<file path="src/hw/rtl/p1305_pkg.sv">
`timescale 1ns / 1ps
`default_nettype none

package p1305_pkg;

  // Limb arithmetic: radix 2^26, five limbs
  localparam int N_LIMBS   = 5;
  localparam int LIMB_W    = 26;
  localparam int HW        = 27;            // stored accumulator limb, limb 1 may carry a bit
  localparam int AW        = 28;            // accumulator limb plus message limb
  localparam int R5W       = 29;            // clamped r limb times five
  localparam int PROD_W    = AW + R5W;      // one lane product
  localparam int DW        = PROD_W + 4;    // column sum plus incoming carry
  localparam int CW        = 32;            // carry word, wraps like a 32-bit register
  localparam int DATA_W    = 128;
  localparam int BLK_W     = DATA_W + 1;    // message block with its pad bit
  localparam int CNT_W     = 5;
  localparam int KEY_W     = 64;
  localparam int QUEUE_DEPTH = 2;

  localparam logic [CNT_W-1:0] FULL_BLOCK_BYTES = 5'd16;

  localparam logic [LIMB_W-1:0] LIMB_MASK = 26'h3ffffff;
  localparam logic [CW-1:0]     LIMB_MASK32 = 32'h03ffffff;
  localparam logic [CW-1:0]     LIMB_WRAP32 = 32'h04000000;

  // Clamp masks for the r limbs, limb 4 first
  localparam logic [N_LIMBS-1:0][LIMB_W-1:0] R_CLAMP = {
    26'h00fffff, 26'h3f03fff, 26'h3ffc0ff, 26'h3ffff03, 26'h3ffffff
  };

  // Configuration register indexes
  localparam int CFG_IDX_W = 2;
  localparam logic [CFG_IDX_W-1:0] CFG_R_LOW  = 2'd0;
  localparam logic [CFG_IDX_W-1:0] CFG_R_HIGH = 2'd1;
  localparam logic [CFG_IDX_W-1:0] CFG_S_LOW  = 2'd2;
  localparam logic [CFG_IDX_W-1:0] CFG_S_HIGH = 2'd3;

  typedef struct packed {
    logic [KEY_W-1:0] r_low;
    logic [KEY_W-1:0] r_high;
    logic [KEY_W-1:0] s_low;
    logic [KEY_W-1:0] s_high;
  } key_t;

  // One unit of work handed from the front end to the back end
  typedef struct packed {
    logic             absorb;
    logic             last;
    logic [BLK_W-1:0] blk;
  } entry_t;

  typedef logic [N_LIMBS-1:0][HW-1:0] hlimbs_t;

endpackage

`default_nettype wire

</file>
<file path="src/hw/rtl/p1305_front.sv">
`timescale 1ns / 1ps
`default_nettype none

module p1305_front (
  input  logic [p1305_pkg::DATA_W-1:0] block,
  input  logic [p1305_pkg::CNT_W-1:0]  byte_count,
  input  logic                         last,
  input  logic                         in_valid,
  output logic                         in_ready,
  input  logic                         q_full,
  output logic                         push,
  output p1305_pkg::entry_t            entry
);
  import p1305_pkg::*;

  logic [CNT_W-1:0] count;
  logic [7:0]       shift;
  logic [BLK_W-1:0] pad_bit;
  logic [BLK_W-1:0] keep_mask;

  // Bytes beyond the count are dropped and a one bit goes just above the data.
  // A full block therefore gets its pad at bit 128.
  always_comb begin
    count        = (byte_count > FULL_BLOCK_BYTES) ? FULL_BLOCK_BYTES : byte_count;
    shift        = {count, 3'b000};
    pad_bit      = BLK_W'(1) << shift;
    keep_mask    = pad_bit - BLK_W'(1);
    entry.blk    = ({1'b0, block} & keep_mask) | pad_bit;
    entry.absorb = (count != '0);
    entry.last   = last;
  end

  // An empty block that is not last changes nothing and is dropped here.
  assign in_ready = !q_full;
  assign push     = in_valid && !q_full && (entry.absorb || last);

endmodule

`default_nettype wire

</file>
<file path="config.mk">
export PLATFORM = sky130hd
export DESIGN_NAME = p1305_front
export DESIGN_NICKNAME = d
export VERILOG_FILES = /design/src/hw/rtl/p1305_pkg.sv /design/src/hw/rtl/p1305_front.sv
export SDC_FILE = /design/constraint.sdc
export NUM_CORES = 1
export LEC_CHECK = 0
export BUFFER_PORTS_ARGS = -buffer_cell sky130_fd_sc_hd__buf_2
export CAP_MARGIN = 20
export CELL_PAD_IN_SITES_DETAIL_PLACEMENT = 1
export CELL_PAD_IN_SITES_GLOBAL_PLACEMENT = 2
export CORE_MARGIN = 2
export CORE_UTILIZATION = 10
export DETAILED_ROUTE_END_ITERATION = 10
export GPL_ROUTABILITY_DRIVEN = 1
export PLACE_DENSITY_LB_ADDON = 0.1
export SYNTH_ARGS = -nofsm -noshare
export SYNTH_HDL_FRONTEND = slang
export SYNTH_SLANG_ARGS = --single-unit
</file>
<file path="constraint.sdc">
create_clock -name vclk -period 2.37
set_clock_uncertainty 0.15 [all_clocks]
set_input_delay 0.237 -clock vclk [all_inputs]
set_output_delay 0.237 -clock vclk [all_outputs]
set_load 0.005 [all_outputs]
</file>
==> results.yml, run 1 <==
min_path:
  hp-start: "last"
  whs_path_depth: 2
  hold_path_end: "entry[129]"
  hold_path.class: "in -> out"
pwr:
  ir_drop_mv: 0.0352
  powerDensity_nw_per_um2: 178
  p_leak_nw: 1.70
  finalPower_mw: 0.510
sta:
  finalCritPeriodShare_pct: 87.2
  maxSlewViolCount: 0
  whs_ns: 0.524
  slew_headroom_pct: 66.5
  grt_setup_unrepaired: "false"
  worst_slew_pin_slew_ns: 0.501
  setup_slack_ns: 0.304
  fin_crit_ns: 2.07
  setup_viol: 0
  fmax_ghz: 0.484
  fin_setup_tns_ns: 0
  hold_viol: 0
die:
  die_w_microns: 120
  core_sq_um: 13100
  start_util_pct: 10.2
  die_y_microns: 120
  rows: 42
  dieArea_sq_um: 14300
  io_pins: 269
cts:
  postCtsSetupRepairBufs: 0
placement:
  dp_cells: 645
  place_congestion: 0.667
  dp_hpwl_microns: 7810
  pre_cts_slack_ns: 0.118
  io_buffers: 269
yosys:
  yosysTopAreaCell: "and2_1"
  ys_top_cells_by_count: "and2_1 (43), nor2b_1 (43), and3_1 (31)"
  syn_nets: 347
  yosysSeqAreaShare_pct: 0
  synthesis.area_sq_um: 1340
  synth_area_per_cell_sq_um: 6.36
  netlist_top_cells_area: "and2_1 (20%), nor2b_1 (20%), and3_1 (15%), nand2_1 (3.4%), a21oi_2 (3.3%)"
  ys_types: 39
  netlist.area_leader.share_pct: 20.1
  syn_inst: 210
  yosysWarnings: 0
grt:
  grt-ovfl-total: 0
  grt-busiest-layer: "met2"
  grt_pass1_vias: 2474
  antenna_found_initial: 1
  grtUsageMet3_pct: 2.80
  grt.met2_usage_pct: 22.8
  globalRouteTotalUtil_pct: 10.9
  gr-usage-met1_pct: 11.5
  grt_pass1_wl_microns: 12800
  grt_max_degree: 24
job:
  drv_cap: 0
layout:
  area_delta_synth_final_pct: 114
  drive_gt1_share_pct: 62.0
  stdcell_count: 645
  num_antenna_cells: 0
  clock_buffers: 0
  nets: 608
  seqCellArea_sq_um: 0
  design.seq.count: 0
route:
  drt_iter0_drc: 53
  vias: 2489
  drtAntennaViolNets: 0
  wire_per_inst_microns: 13.5
  drt-total-wl_microns: 8710
  route.detailed.drc: 0
  firstDrtPassIters: 4
  vias_per_cell: 3.86
setup_path:
  endpoint_kind: "output pin"
  path_max_fanout: 15
  crit_type: "in -> out"
  required_ns: 1.98
  cp-start-kind: "input pin"
  crit_arrival_ns: 1.68
run_status:
  outcome: "finished, final reports clean"
==> layout make-up <==
cell class / count / area, sq um
multi-input combinational: 188 / 1210
timing repair buffer: 278 / 1410
fill: 1724 / 10300
tap: 176 / 220
inverter: 3 / 11.3
==> placed cells by master (no fill, tap or decap), types with 2 or more instances in the layout <==
master and count:
a21boi_1 2, a21o_1 3, a21oi_1 2, a21oi_2 5
a22o_1 3, a32o_1 2, and2_1 43, and3_1 31
buf_2 269, buf_4 9, inv_1 3, nand2_1 12
nand3_1 2, nor2_1 5, nor2b_1 43, o211ai_1 2
o21a_1 2, o21ai_0 8, or2_1 2, or3_1 3
or3_4 2
==> cells by family after synthesis <==
group | count (synthesis) | share of synthesized area [%]
XOR/XNOR | 1 | 0.656
AO/OA/AOI/OAI | 33 | 18.3
multiplexers | 1 | 0.843
buffers and inverters | 22 | 9.28
adder cells (fa/ha/maj) | 1 | 0.937
AND/OR/NAND/NOR | 152 | 70.0
==> how the worst max path moves through the flow <==
stage                              from         to  slack, ns  depth (start not counted)
after global routing      byte_count[2]  entry[80]       0.16                          7
after CTS                 byte_count[2]  entry[80]       0.12                          7
after floorplan           byte_count[1]  entry[80]       0.26                          8
after detailed placement  byte_count[2]  entry[64]       0.12                          7
final                     byte_count[2]  entry[80]       0.30                          7
after global placement    byte_count[2]  entry[80]       0.14                          7
==> metal layers <==
metal  vias to the layer above  part of all wire, %
met3                         0                  9.7
li1                       1226                    -
met5                         -                    0
met4                         0                    0
met1                      1132                   35
met2                       131                   55
==> stage by stage <==
stage                     utilization [%]  instance area [sq um]
after floorplan                         -                   1340
after global placement               21.7                   2860
after detailed placement             21.7                   2860
after CTS                            21.7                   2860
after global routing                 21.8                   2860
final                                21.8                   2860
==> what timing repair did <==
| item | in CTS | in global routing |
|---|---|---|
| hold buffers | 0 | 0 |
| resized for setup | 0 | 1 |
| hold endpoints to repair | 0 | 0 |
| setup endpoints to repair | 0 | 5 |
==> where the power goes <==
part	internal, mW	switching (mW)	leakage [nW]
combinational	0.283	0.227	1.70
sequential	0	0	0
clock	0	0	0
total	0.283	0.227	1.70
==> worst max-delay path, cell delays in order <==
cell     delay, ns
buf_2         0.12
nor3_4        0.28
nand2_1       0.13
ha_2          0.29
and3_1        0.18
a311o_1       0.30
buf_2         0.13
(Power assumes the default switching activity.)
==> run 2, diff against run 1 <==
REMOVE_ABC_BUFFERS = 1   (was unset)
==> results.yml, run 2 (synthesized netlist as in run 1, its figures left out) <==
die:
  dieArea_sq_um: 14300
  die_w_microns: 120
  rows: 42
  start_util_pct: 10.2
  core_sq_um: 13100
  die_y_microns: 120
  io_pins: 269
layout:
  area_delta_synth_final_pct: 116
  layout_common_cells: "buf_2 (269), nor2b_1 (43), and2_1 (43), and3_1 (31)"
  drive_gt1_share_pct: 62.1
  stdcell_count: 648
  design.seq.count: 0
  nets: 611
  num_antenna_cells: 0
  final_common_cell: "buf_2"
  seqCellArea_sq_um: 0
  clock_buffers: 0
cts:
  cts_resized: 0
  postCtsSetupRepairBufs: 0
  hold_buffers: 0
route:
  drt-total-wl_microns: 8970
  vias_per_cell: 3.81
  route.met2.wl_microns: 4730
  drt_iter0_drc: 58
  wl_met3_microns: 723
  vias: 2468
  top_layer_used: "met3"
  wl_met1_microns: 3520
  firstDrtPassIters: 4
  drtAntennaViolNets: 0
  route.detailed.drc: 0
  wire_per_inst_microns: 13.8
placement:
  dp_hpwl_microns: 7740
  place_congestion: 0.708
  io_buffers: 269
  dp_cells: 648
sta:
  hold_viol: 0
  fin_crit_ns: 2.20
  worst_slew_pin_slew_ns: 0.465
  finalCritPeriodShare_pct: 93.0
  fmax_ghz: 0.454
  grt_setup_unrepaired: "false"
  maxSlewViolCount: 0
  slew_headroom_pct: 69.0
  setup_viol: 0
  fin_setup_tns_ns: 0
  whs_ns: 0.519
setup_path:
  crit_family: "buffers and inverters"
  max_stage_delay_ns: 0.31
  endpoint_kind: "output pin"
  cp-start-kind: "input pin"
  crit_arrival_ns: 1.82
  crit_chain: "buf_2 > nor3_4 > nand2_1 > ha_1 > buf_4 > buf_4 > a311o_1 > buf_2"
  path_buf_inv: 4
  crit_type: "in -> out"
  required_ns: 1.98
  path_max_fanout: 21
  crit_slowest_cell: "nor3_4"
grt:
  grt_pass1_wl_microns: 13400
  grt_pass1_vias: 2517
  grt_max_degree: 24
  antenna_found_initial: 0
  grt-ovfl-total: 0
  globalRouteTotalUtil_pct: 11.5
pwr:
  powerDensity_nw_per_um2: 178
  p_leak_nw: 1.71
  ir_drop_mv: 0.0453
  finalPower_mw: 0.513
min_path:
  hold_path.class: "in -> out"
job:
  drv_cap: 0
run_status:
  outcome: "finished, final reports clean"
## run 2: layout make-up
cell class                 count  area [sq um]
inverter                       3          11.3
tap                          176           220
timing repair buffer         281          1440
fill                        1716         10300
multi-input combinational    188          1210
## run 2: power breakdown
| part | switching, mW | total, mW | internal (mW) | leakage [nW] |
|---|---|---|---|---|
| Sequential | 0 | 0 | 0 | 0 |
| Clock | 0 | 0 | 0 | 0 |
| Combinational | 0.229 | 0.513 | 0.285 | 1.71 |
| Total | 0.229 | 0.513 | 0.285 | 1.71 |
## run 2: layer usage
layer | track usage (%) | vias up
met2 | 22.4 | 133
met4 | 0 | 0
met3 | 1.90 | 0
met5 | 0 | -
li1 | - | 1230
met1 | 13.9 | 1105
## run 2: path summary, 6_finish.rpt
check	startpoint	endpoint	slack (ns)	cells past startpoint
max	byte_count[2]	entry[80]	0.17	8
min	last	entry[129]	0.52	2
## run 2: stage by stage
stage | area (sq um) | worst slack, ns | utilization [%]
after floorplan | 1220 | 0.256 | -
after global placement | 2880 | 0.197 | 21.9
after detailed placement | 2880 | 0.143 | 21.9
after CTS | 2880 | 0.140 | 21.9
after global routing | 2880 | 0.0327 | 21.9
final | 2880 | 0.167 | 21.9
==> run 3, diff against run 2 <==
ABC_AREA = 1   (was unset)
PLACE_DENSITY = 0.89   (was unset)
PLACE_DENSITY_LB_ADDON = unset   (was 0.1)
==> results.yml, run 3 <==
layout:
  num_antenna_cells: 0
  design.seq.count: 0
  nets: 751
  final_common_cell: "buf_2"
  fillCellCount: 2100
  multi_input_area_sq_um: 1040
  seqCellArea_sq_um: 0
  clock_buffers: 0
  layout_common_cells: "buf_2 (269), inv_1 (117), nor2_1 (104), nand2_1 (47), nand3_1 (13)"
  area_delta_synth_final_pct: 104
  drive_gt1_share_pct: 51.0
yosys:
  syn_inst: 343
  yosysSeqAreaShare_pct: 0
  netlist.area_leader.share_pct: 28.1
  synthesis.area_sq_um: 1560
  synth_fa_ha_area_share_pct: 0.800
  synth-compound-area-share_pct: 6.32
  yosysMostFrequentCell: "inv_1"
  ys_top_cells_by_count: "inv_1 (117), nor2_1 (104), nand2_1 (47)"
  synth-simple-area-share_pct: 59.4
  synth_top_family_by_area: "simple AND/OR/NAND/NOR gates"
  synth_area_per_cell_sq_um: 4.56
  ys_types: 26
  synth_mux_area_share_pct: 0
  yosysWarnings: 0
  netlist_top_cells_area: "inv_1 (28%), nor2_1 (25%), nand2_1 (11%), nor3b_2 (5.6%), nand3_1 (4.2%)"
  yosysTopAreaCell: "inv_1"
  synth-xor-area-share_pct: 0
die:
  start_util_pct: 10.3
  core_sq_um: 15300
  dieArea_sq_um: 16700
  die_w_microns: 129
  die_y_microns: 129
  io_pins: 269
  rows: 45
setup_path:
  path_max_fanout: 14
  required_ns: 1.98
  endpoint_kind: "output pin"
  cp-start-kind: "input pin"
  crit_arrival_ns: 1.73
  crit_type: "in -> out"
route:
  drt_iter0_drc: 54
  vias: 2929
  vias_per_cell: 3.56
  firstDrtPassIters: 4
  drt-total-wl_microns: 9370
  route.detailed.drc: 0
  drtAntennaViolNets: 0
  wire_per_inst_microns: 11.4
sta:
  whs_ns: 0.517
  fin_setup_tns_ns: 0
  slew_headroom_pct: 51.2
  grt_setup_unrepaired: "false"
  fin_crit_ns: 2.12
  hold_viol: 0
  finalCritPeriodShare_pct: 89.5
  worst_slew_pin_slew_ns: 0.723
  fmax_ghz: 0.472
  maxSlewViolCount: 0
  setup_viol: 0
  setup_slack_ns: 0.249
pwr:
  p_leak_nw: 2.39
  powerDensity_nw_per_um2: 193
  ir_drop_mv: 0.0333
cts:
  cts_resized: 0
  postCtsSetupRepairBufs: 0
  hold_buffers: 0
grt:
  grt-ovfl-total: 0
  antenna_found_initial: 2
  grt_pass1_vias: 2783
  grt_pass1_wl_microns: 13900
  globalRouteTotalUtil_pct: 10.3
  grt_max_degree: 15
placement:
  pre_cts_slack_ns: 0.196
  place_congestion: 0.749
  io_buffers: 269
  dp_hpwl_microns: 8710
min_path:
  hold_path.class: "in -> out"
  whs_path_depth: 2
run_status:
  outcome: "finished, final reports clean"
job:
  drv_cap: 0
==> run 3: through the flow <==
| stage | instances | power [mW] | cell area, sq um | util (%) |
|---|---|---|---|---|
| 3_5_place_dp | 823 | 0.634 | 3190 | 20.9 |
| 5_1_grt | 823 | 0.704 | 3190 | 20.9 |
| 2_1_floorplan | 334 | 0.262 | 1510 | - |
| 6_report | 823 | 0.617 | 3190 | 20.9 |
| 3_3_place_gp | 823 | 0.627 | 3190 | 20.9 |
| 4_1_cts | 823 | 0.636 | 3190 | 20.9 |
==> run 3: cell type report <==
class,count,share of cell area (%)
Timing Repair Buffer,278,44.3
Inverter,125,14.9
Tap cell,211,8.27
Multi-Input combinational cell,209,32.6
==> run 3: report_power, final <==
part	switching (mW)	leakage [nW]	internal, mW
clock network	0	0	0
registers	0	0	0
logic	0.322	2.39	0.296
==> run 3: final timing paths <==
kind                  slack (ns)     startpoint          to
worst max-delay path        0.25  byte_count[3]   entry[92]
worst min-delay path        0.52           last  entry[129]
==> run 3: cells by family (layout without fill, tap and decap cells) <==
group | Yosys count | in the layout
buf+inv | 134 | 403
simple gates | 194 | 194
compound gates | 14 | 14
fa+ha+maj | 1 | 1
==> run 3: worst max-delay path: stages <==
cell and delay (ns):
buf_2 0.17, inv_2 0.08, nand2_2 0.10, inv_2 0.08, nand2_1 0.14, ha_1 0.24, nand3_4 0.12, buf_4 0.22
nor3b_2 0.19, buf_2 0.14
==> run 3: metal layers <==
layer / GRT usage (%) / wire length, microns
met5: 0 / 16
met4: 0 / 4
met3: 2.35 / 958
met2: 20.9 / 4840
met1: 11.5 / 3550
