[config.mk]
export PLATFORM = sky130hd
export DESIGN_NAME = p1305_queue
export DESIGN_NICKNAME = d
export VERILOG_FILES = /design/src/hw/rtl/p1305_pkg.sv /design/src/hw/rtl/p1305_queue.sv
export SDC_FILE = /design/constraint.sdc
export NUM_CORES = 1
export LEC_CHECK = 0
export BUFFER_PORTS_ARGS = -buffer_cell sky130_fd_sc_hd__buf_2
export CORE_AREA = 2 2 150 152
export CTS_CLUSTER_DIAMETER = 200
export DETAILED_ROUTE_END_ITERATION = 12
export DIE_AREA = 0 0 152 154
export GPL_TIMING_DRIVEN = 0
export PLACE_DENSITY = 0.77
export SLEW_MARGIN = 25
export SYNTH_ARGS = -nofsm -noshare
export SYNTH_HDL_FRONTEND = slang
export SYNTH_SLANG_ARGS = --single-unit
[constraint.sdc]
create_clock -name clk -period 6.6 [get_ports clk]
set_input_delay 0 -clock clk [delete_from_list [all_inputs] [get_ports clk]]
set_output_delay 0 -clock clk [all_outputs]
set_load 0.01 [all_outputs]
[src/hw/rtl/p1305_pkg.sv]
`timescale 1ns / 1ps
`default_nettype none

package p1305_pkg;

  // Limb arithmetic: radix 2^26, five limbs
  localparam int N_LIMBS   = 5;
  localparam int LIMB_W    = 26;
  localparam int HW        = 27;            // stored accumulator limb, limb 1 may carry a bit
  localparam int AW        = 28;            // accumulator limb plus message limb
  localparam int R5W       = 29;            // clamped r limb times five
  localparam int PROD_W    = AW + R5W;      // one lane product
  localparam int DW        = PROD_W + 4;    // column sum plus incoming carry
  localparam int CW        = 32;            // carry word, wraps like a 32-bit register
  localparam int DATA_W    = 128;
  localparam int BLK_W     = DATA_W + 1;    // message block with its pad bit
  localparam int CNT_W     = 5;
  localparam int KEY_W     = 64;
  localparam int QUEUE_DEPTH = 2;

  localparam logic [CNT_W-1:0] FULL_BLOCK_BYTES = 5'd16;

  localparam logic [LIMB_W-1:0] LIMB_MASK = 26'h3ffffff;
  localparam logic [CW-1:0]     LIMB_MASK32 = 32'h03ffffff;
  localparam logic [CW-1:0]     LIMB_WRAP32 = 32'h04000000;

  // Clamp masks for the r limbs, limb 4 first
  localparam logic [N_LIMBS-1:0][LIMB_W-1:0] R_CLAMP = {
    26'h00fffff, 26'h3f03fff, 26'h3ffc0ff, 26'h3ffff03, 26'h3ffffff
  };

  // Configuration register indexes
  localparam int CFG_IDX_W = 2;
  localparam logic [CFG_IDX_W-1:0] CFG_R_LOW  = 2'd0;
  localparam logic [CFG_IDX_W-1:0] CFG_R_HIGH = 2'd1;
  localparam logic [CFG_IDX_W-1:0] CFG_S_LOW  = 2'd2;
  localparam logic [CFG_IDX_W-1:0] CFG_S_HIGH = 2'd3;

  typedef struct packed {
    logic [KEY_W-1:0] r_low;
    logic [KEY_W-1:0] r_high;
    logic [KEY_W-1:0] s_low;
    logic [KEY_W-1:0] s_high;
  } key_t;

  // One unit of work handed from the front end to the back end
  typedef struct packed {
    logic             absorb;
    logic             last;
    logic [BLK_W-1:0] blk;
  } entry_t;

  typedef logic [N_LIMBS-1:0][HW-1:0] hlimbs_t;

endpackage

`default_nettype wire

[src/hw/rtl/p1305_queue.sv]
`timescale 1ns / 1ps
`default_nettype none

module p1305_queue #(
  parameter int DEPTH = p1305_pkg::QUEUE_DEPTH
) (
  input  logic              clk,
  input  logic              rst,
  input  logic              push,
  input  p1305_pkg::entry_t wr_entry,
  input  logic              pop,
  output logic              full,
  output logic              valid,
  output p1305_pkg::entry_t rd_entry
);
  import p1305_pkg::*;

  localparam int PW   = (DEPTH > 1) ? $clog2(DEPTH) : 1;
  localparam int CNTW = $clog2(DEPTH + 1);

  entry_t          slots [DEPTH];
  logic [PW-1:0]   wr_ptr;
  logic [PW-1:0]   rd_ptr;
  logic [CNTW-1:0] fill;

  function automatic logic [PW-1:0] next_ptr(input logic [PW-1:0] p);
    return (p == PW'(DEPTH - 1)) ? '0 : p + 1'b1;
  endfunction

  always_ff @(posedge clk) begin
    if (push) begin
      slots[wr_ptr] <= wr_entry;
    end
  end

  always_ff @(posedge clk) begin
    if (rst) begin
      wr_ptr <= '0;
      rd_ptr <= '0;
      fill   <= '0;
    end else begin
      if (push) begin
        wr_ptr <= next_ptr(wr_ptr);
      end
      if (pop) begin
        rd_ptr <= next_ptr(rd_ptr);
      end
      unique case ({push, pop})
        2'b10:   fill <= fill + 1'b1;
        2'b01:   fill <= fill - 1'b1;
        default: fill <= fill;
      endcase
    end
  end

  assign full     = (fill == CNTW'(DEPTH));
  assign valid    = (fill != '0);
  assign rd_entry = slots[rd_ptr];

endmodule

`default_nettype wire

==> summary.md, run 1 <==
In this design, the stage delay of the slowest critical-path cell is 0.31 ns. In the detailed route, the total length drawn on met2 is 11,100 um. Counting flops with a built-in enable in the synthesized netlist gives 262.

The power density over the cells was 288 nW/um^2. The floorplan die width is 152 um, and the ratio of final minimum period to clock period is 0.287. The total setup buffers inserted after CTS came out at 0. For the initial core utilization, the log shows 0.462. In this run the remaining antenna-violating nets after routing total 0.

For the number of sinks driven by the clock tree, the log shows 267. The total global routing overflow was 0; the worst-case headroom to the max-slew limit was 0.545. The clock transition at the registers of the reported paths was 0.06 ns; the worst-case reg-to-reg path depth was 4. sky130_fd_sc_hd__edfxtp_1 takes more of the synthesized area than any other cell. The uppermost layer routed is met4. In the synthesized netlist the dominant register cell turns out to be sky130_fd_sc_hd__edfxtp_1. The critical path buffer and inverter count is 4, and the internal power component is 3.20 mW. At the end of routability-driven placement, the weighted congestion stood at 0.736. The source of the worst register-to-register timing path was wr_ptr$_SDFFE_PP0P_. The Yosys step of the flow raised 0 warnings. Initial antenna violation count: 1. The tools report the sort of element at the start of the critical path as a flip-flop. The number of endpoints failing setup at the final stage was 0; the unique cell type count in the Yosys netlist was 17.

The post-route met1 wirelength was 7880 um. Along the worst hold path, the cell count comes to 2. The combinational fraction of design power is 0.135, and the cell depth of the worst setup path is 5. In this run the deepest clock path goes through 3 buffers. The final wirelength is 21,000 um.

Counting instances in the post-synthesis netlist gives the leading cell types as 262 x sky130_fd_sc_hd__edfxtp_1, 90 x sky130_fd_sc_hd__mux2_4, 41 x sky130_fd_sc_hd__mux2_2. The run gives 430 as the synthesized netlist cell count. The tools report the total number of H-tree levels as 1.

The number of vias after detailed routing was 5,575; the via density per instance was 4.75. The number of placed I/O pins was 268. The clock insertion delay at the later pin of the skew report was 0.53 ns; the count of port buffers added during placement was 267. The tools report the timing endpoint of the critical path as rd_entry[95]. The share of post-route cells with drive strength above 1 is 0.522.

The DRC violation count after routing is 0. TritonCTS built the clock tree. The area growth from synthesis to layout is 41.6%.

After layout, the minimum clock period comes to 1.89 ns. At the pin with the least slew margin, the transition time is 0.680 ns. The tools report the number of pins exceeding their max-slew limit in the final report as 0. Walking the worst path, the cells encountered are buf_2, buf_6, buf_6, mux2_4, buf_2.

Summed over all nets, the switching power comes to 891 uW. The cell with the most instances after synthesis was sky130_fd_sc_hd__edfxtp_1. Data arrival time of the critical path: 1.89 ns.

The largest individual stage delay along the critical path comes from the cell sky130_fd_sc_hd__mux2_4. The clock network power share is 0.374, and the die boundary height is 154 um. Endpoint type of the worst setup path: an output pin. At the end of the flow, the number of nets in the layout was 1,007.

The minimum setup slack among reg-to-reg paths is 4.76 ns. Among cell families on the critical path, the largest total delay comes from buffers and inverters. For this run, the top clock speed supported by timing is 529 MHz. The first global-routing pass estimated 32,200 um of wire. The cell sitting at the root of the clock tree is a sky130_fd_sc_hd__clkbuf_16. The post-synth design cell area is 10,000 sq um, and the power share of the sequential group is 0.490. In this run the worst path has a maximum fanout of 10. Entering global routing, the biggest net connects 42 pins.

For the static leakage, the log shows 5.63 nW. The utilization after layout is 0.655. The endpoint identified for the worst register-to-register timing path is slots[0][97]$_DFFE_PP_. The endpoint required time on the critical path is 6.60 ns, and the number of placement rows is 54.

The critical path is of the flip-flop to output pin type. Setup repair after global routing left no endpoint under its margin. The number of register bits inferred by synthesis is 267, and the number of global-route vias before repair is 6,042. The switching share of power is 0.218, and the max-cap violation count is 0.

The total area inside the core boundary comes to 21,700 sq um. The hold violation count in the final report was 0; the area of the die was 23,400 sq um. Across all hold checks on the routed design, the worst slack comes to 0.191 ns.

VDD sags by at most 0.264 mV. When the netlist entered floorplanning its net count stood at 566. The routed wirelength normalized by instance count is 17.9 um, and the clock skew is 0.0113 ns.

Global-route usage over all layers: 0.173. Number of optimization iterations in the first detailed-route pass: 4. Ranked by total cell area, the synthesized netlist is headed by sky130_fd_sc_hd__edfxtp_1 78%, sky130_fd_sc_hd__mux2_4 13%, sky130_fd_sc_hd__mux2_2 4.6%.

The share of synthesized area occupied by flip-flops and latches was 0.795; the total CTS buffers was 28. The HPWL after detailed placement is 12,900 um. The share of async-settable or async-resettable flops after synthesis is 0. The flow ran to the end, and the final reports show no timing, DRC or antenna violations. The met3 layer wire length in the routed design came out at 1400 um. The fraction of post-synthesis cell area in the top cell type by area works out to 0.785. The worst hold path belongs to the class primary input to flip-flop. After synthesis, the mean cell area works out to 23.3 sq um. The detailed router finished its first iteration with 210 violations.
-- through the flow --
stage | power, mW | instances | worst slack, ns | setup TNS [ns] | cell area (sq um)
finish | 4.09 | 1174 | 4.71 | 0 | 14200
global route | 4.24 | 1173 | 4.62 | 0 | 14200
CTS | 4.13 | 1172 | 4.65 | 0 | 14200
detailed placement | 2.53 | 986 | 4.77 | 0 | 11900
global placement | 2.52 | 977 | -2.95 | -385.73 | 11700
floorplan | 2.33 | 430 | 0.205 | 0 | 10000
-- power by group through the flow --
stage	Sequential, mW	Combinational, mW	Clock, mW
floorplan	2.05	0.281	0
global route	2.01	0.591	1.63
global placement	2.06	0.455	0
finish	2.01	0.554	1.53
CTS	2.00	0.556	1.57
detailed placement	2.04	0.489	0
-- layout by cell type (no fill, tap or decap), drive strengths merged, types with 2 or more instances in the layout --
cell type    count
buf            291
edfxtp         262
dlygate4sd3    135
mux2           131
clkbuf          36
clkinv          10
dfxtp            5
nor2             5
xnor2            3
bufinv           3
inv              3
diode            2
-- timing repair --
action / CTS / global route
hold endpoints to repair: 267 / 0
hold buffers: 135 / 0
setup endpoints to repair: 0 / 0
resized for setup: 0 / 0
-- registers in the layout, indices dropped and copies added, names as in the netlist, named ones only --
signal	flops
slots	262
fill	2
rd_ptr	1
wr_ptr	1
-- layout make-up --
type                       count  area (sq um)
sequential                   267          7970
fill                        1445          7490
timing repair buffer         411          2910
multi-input combinational    147          1930
clock buffer                  36           752
tap                          280           350
clock inverter                15           153
buffer                        15           138
antenna                        2          5.00
inverter                       1          3.75
-- metal layers --
metal	track usage	vias to the layer above
met2	0.320	217
met1	0.196	2721
li1	-	2596
met4	0.0490	0
met3	0.0459	41
met5	0	-
-- worst reg2reg max path, cell delays in order (launching register included) --
cell and delay [ns]:
sky130_fd_sc_hd__dfxtp_1 0.35, sky130_fd_sc_hd__nor2_4 0.56, sky130_fd_sc_hd__buf_16 0.25, sky130_fd_sc_hd__buf_16 0.19, sky130_fd_sc_hd__buf_12 0.20
-- worst min-delay path by stage --
stage	slack (ns)	endpoint	from
floorplan	0.07	fill[1]$_SDFFE_PP0P_	rst
global placement	0.19	slots[0][22]$_DFFE_PP_	wr_entry[22]
finish	0.19	slots[1][103]$_DFFE_PP_	wr_entry[103]
detailed placement	0.19	slots[1][22]$_DFFE_PP_	wr_entry[22]
global route	0.17	slots[1][65]$_DFFE_PP_	wr_entry[65]
CTS	0.16	slots[0][48]$_DFFE_PP_	wr_entry[48]
-- logic make-up (layout without fill, tap and decap cells) --
group	after synthesis	count (layout)	share of synthesized area
flops	267	267	0.795
mux	131	131	0.181
buf+inv	16	478	0.0141
simple gates	9	9	0.00462
xor+xnor	4	4	0.00349
compound gates	2	2	0.000997
fa+ha+maj	1	1	0.00125
other cells	0	2	0
Power figures use the tool's default switching activity.
==> run 2: changes to the inputs <==
clock period = 1.7 ns   (was 6.6 ns; I/O delays follow)
==> run 2 against run 1 <==
The flow now finishes with violations (setup timing). Critical path type unchanged. Non-clock buffer count grew 8. Hold slack worse by 0.099 ns. Power increased to 3.9 times the previous value. Cell count grew 0.43%. Critical endpoint is now rd_entry[56].
==> summary.md, run 2 (same netlist as run 1, synthesis figures left out) <==
The maximum cell stage delay along the critical path is 0.34 ns (was 0.31 ns). The routed wirelength normalized by instance count was 19.2 um (was 17.9 um); the data arrival time of the critical path was 1.76 ns (was 1.89 ns). The flow ran to the end, but the final reports show violations. The slowest stage cell on the critical path is sky130_fd_sc_hd__dfxtp_2 (was sky130_fd_sc_hd__mux2_4). For the total of fill cells in the finished design, the log shows 1,343 (was 1,445). The sequential standard cell area was 7970 sq um (about the same).

Slew at the pin closest to its max-slew limit: 0.555 ns (was 0.680 ns). TritonCTS built the clock tree. The run gives 12.6 mW (was 3.20 mW) as the internal power component. The tools report the sort of element at the start of the critical path as a flip-flop (unchanged). The most common cell after layout, fill and taps aside was sky130_fd_sc_hd__edfxtp_1 (was sky130_fd_sc_hd__buf_2). The logs give 0 (unchanged) for the total global routing overflow and 48 (was 42) for the largest net degree at the start of global routing.

The number of pins exceeding their max-slew limit in the final report was 0 (unchanged). The number of global-route vias before repair came out at 6,148 (was 6,042). The checks that failed: setup timing. The logs give 0.165 (was 0.135) for the combinational fraction of design power and 16.1 mW (was 4.09 mW) for the total power. The power dissipated by switching net loads was 3.48 mW (was 891 uW). For the worst-case headroom to the max-slew limit, the log shows 0.630 (was 0.545).

Via density per instance: 4.82 (was 4.75). For the final weighted congestion of routability-driven global placement, the log shows 0.742 (was 0.736). The power share of the sequential group is 0.484 (was 0.490). The flip-flop count of the largest register, all copies and words added works out to 262 (unchanged). The logs give 0 (was 2) for the total inserted antenna cells and 0.462 (unchanged) for the initial core utilization. The tools report the total CTS buffers as 27 (was 28). The tools report the clock insertion delay at the later pin of the skew report as 0.51 ns (was 0.53 ns). Registers with the most flip-flops: slots x262, fill x2 (unchanged). For the buffer depth of the longest clock path, the log shows 3 (unchanged). The classification of the worst-slack hold path was primary input to flip-flop (unchanged). The worst setup path category was flip-flop to output pin (unchanged). The run gives 54 (unchanged) as the number of placement rows. Number of standard cells in the layout, taps in and fillers out: 1,179 (was 1,174).

Ratio of final minimum period to clock period: 1.04. The layout net count came out at 1,015 (was 1,007). For the number of optimization iterations in the first detailed-route pass, the log shows 4 (unchanged).

The tools report the total number of H-tree levels as 1 (unchanged). The hold violation count in the final report is 0 (unchanged). Commonest non-fill, non-tap cells in the layout: 262 x sky130_fd_sc_hd__edfxtp_1, 181 x sky130_fd_sc_hd__buf_2, 134 x sky130_fd_sc_hd__dlygate4sd3_1, 91 x sky130_fd_sc_hd__mux2_4, 87 x sky130_fd_sc_hd__buf_6 (was 272 x sky130_fd_sc_hd__buf_2, 262 x sky130_fd_sc_hd__edfxtp_1, 135 x sky130_fd_sc_hd__dlygate4sd3_1, 90 x sky130_fd_sc_hd__mux2_4, 41 x sky130_fd_sc_hd__mux2_2).

The critical-path maximum fanout was 7 (was 10). The global-route wire length before repair is 33,100 um (was 32,200 um). The clock network power share is 0.351 (was 0.374). The max-cap violation count was 0 (unchanged). The tools report the master cell of the clock root buffer as sky130_fd_sc_hd__clkbuf_16 (unchanged). The die boundary height is 154 um (unchanged).

Cell-by-cell listing of the critical path: buf_12, buf_16, clkbuf_16, mux2_4, buf_6 (was buf_2, buf_6, buf_6, mux2_4, buf_2). The area added between synthesis and finish came out at 49.5% (was 41.6%). The time the final worst path needs with I/O delays and setup works out to 1.76 ns. Share of post-route cells with drive strength above 1: 0.525 (was 0.522).

The number of sinks driven by the clock tree came out at 267 (unchanged). Remaining antenna violation count after routing: 0 (unchanged). The tools report the endpoint type of the worst setup path as an output pin (unchanged). The run gives 0.837 mV (was 0.264 mV) as the maximum ir drop on the vdd rail.

The number of endpoints failing setup at the final stage is 106 (was 0), and the setup slack of the critical path after layout is -0.0612 ns (was 4.71 ns). The static leakage is 5.90 nW (was 5.63 nW). The switching share of power was 0.216 (was 0.218). The final worst hold slack was 0.0920 ns (was 0.191 ns); the clock transition at the registers of the reported paths was 0.06 ns (about the same). For the standard cell core area, the log shows 21,700 sq um (unchanged). The final wirelength was 22,700 um (was 21,000 um).

The detailed-placement wirelength estimate was 12,700 um (was 12,900 um); the area of the die was 23,400 sq um (unchanged). The tools report the endpoint required time on the critical path as 1.70 ns (was 6.60 ns). The logs give 268 (unchanged) for the number of placed I/O pins and 985 (was 986) for the number of cells after detailed placement.

The combined area of the multi-input logic cells was 1940 sq um (was 1930 sq um). The clock skew came out at 0.00775 ns (was 0.0113 ns). The power density over the cells was 1070 nW/um^2 (was 288 nW/um^2); the initial DRC count was 238 (was 210). Setup repair after global routing could not meet its margin everywhere. The initial antenna violation count is 0 (was 1). The register containing the most flip-flops in the final layout was slots (unchanged). The count of port buffers added during placement is 267 (unchanged). The DRC violation count after routing was 0 (unchanged); the floorplan die width was 152 um (unchanged). For this run, the top clock speed supported by timing is 568 MHz.

The run gives 0.180 (was 0.173) as the global-route usage over all layers. The logs give 0.691 (was 0.655) for the utilization after layout and 5,684 (was 5,575) for the number of vias after detailed routing.
-- run 2: cell types whose count changed in the layout (fill, tap and decap cells not counted), sizes merged --
cell / change
and2: +1
buf: +3
clkbuf: +6
diode: -2
dlygate4sd3: -1
inv: -2
-- run 2: routing by layer --
metal	share of wire	GRT usage	routed length [um]	up-vias
met4	0.026	0.0574	590	0
met5	0	0	0	-
met1	0.37	0.197	8390	2761
met3	0.065	0.0462	1480	51
met2	0.54	0.340	12200	251
li1	-	-	-	2621
-- run 2: final cells by class --
class | count | area share
Buffer | 15 | 0.0172
Timing Repair Buffer | 419 | 0.242
Tap cell | 280 | 0.0234
Clock inverter | 13 | 0.00885
Clock buffer | 36 | 0.0473
Multi-Input combinational cell | 148 | 0.129
Inverter | 1 | 0.000250
Sequential cell | 267 | 0.532
-- run 2: repair_timing --
item | in CTS | in global routing
endpoints found under the hold margin | 267 | 0
endpoints found under the setup margin | 155 | 217
gates cloned | 2 | 7
setup buffers | 2 | 0
resized for setup | 104 | 35
hold buffers | 134 | 0
pin swaps | 1 | 1
-- run 2: stage by stage --
step	TNS (ns)	instance area (sq um)	worst slack (ns)
6_report	-3.33	15000	-0.0612
5_1_grt	-10.71	15000	-0.118
4_1_cts	-7.15	14700	-0.0941
3_5_place_dp	-1.41	11900	-0.0602
3_3_place_gp	-477.86	11700	-2.04
2_1_floorplan	-221.98	10000	-0.966
-- run 2: power by group through the flow --
stage          logic [mW]  registers, mW  clock network, mW
3_5_place_dp         1.88           7.92                  0
3_3_place_gp         1.77           7.93                  0
5_1_grt              2.81           7.82               6.04
2_1_floorplan        1.09           7.91                  0
6_report             2.66           7.79               5.65
4_1_cts              2.50           7.78               5.76
-- run 2: path summary, 6_finish.rpt --
| check | from | end | slack (ns) | depth (start not counted) |
|---|---|---|---|---|
| worst min-delay path | push | slots[1][7]$_DFFE_PP_ | 0.09 | 2 |
| worst max register to register | wr_ptr$_SDFFE_PP0P_ | slots[1][49]$_DFFE_PP_ | 0.21 | 2 |
| worst max-delay path | flip-flop | rd_entry[56] | -0.06 | 5 |
| worst min register to register | fill[1]$_SDFFE_PP0P_ | fill[1]$_SDFFE_PP0P_ | 0.51 | 2 |
-- run 2: critical path, delay by kind of cell (launching register included) --
kind	cells	cell delay (ns)
buf+inv	4	0.58
mux	1	0.31
flops	1	0.34
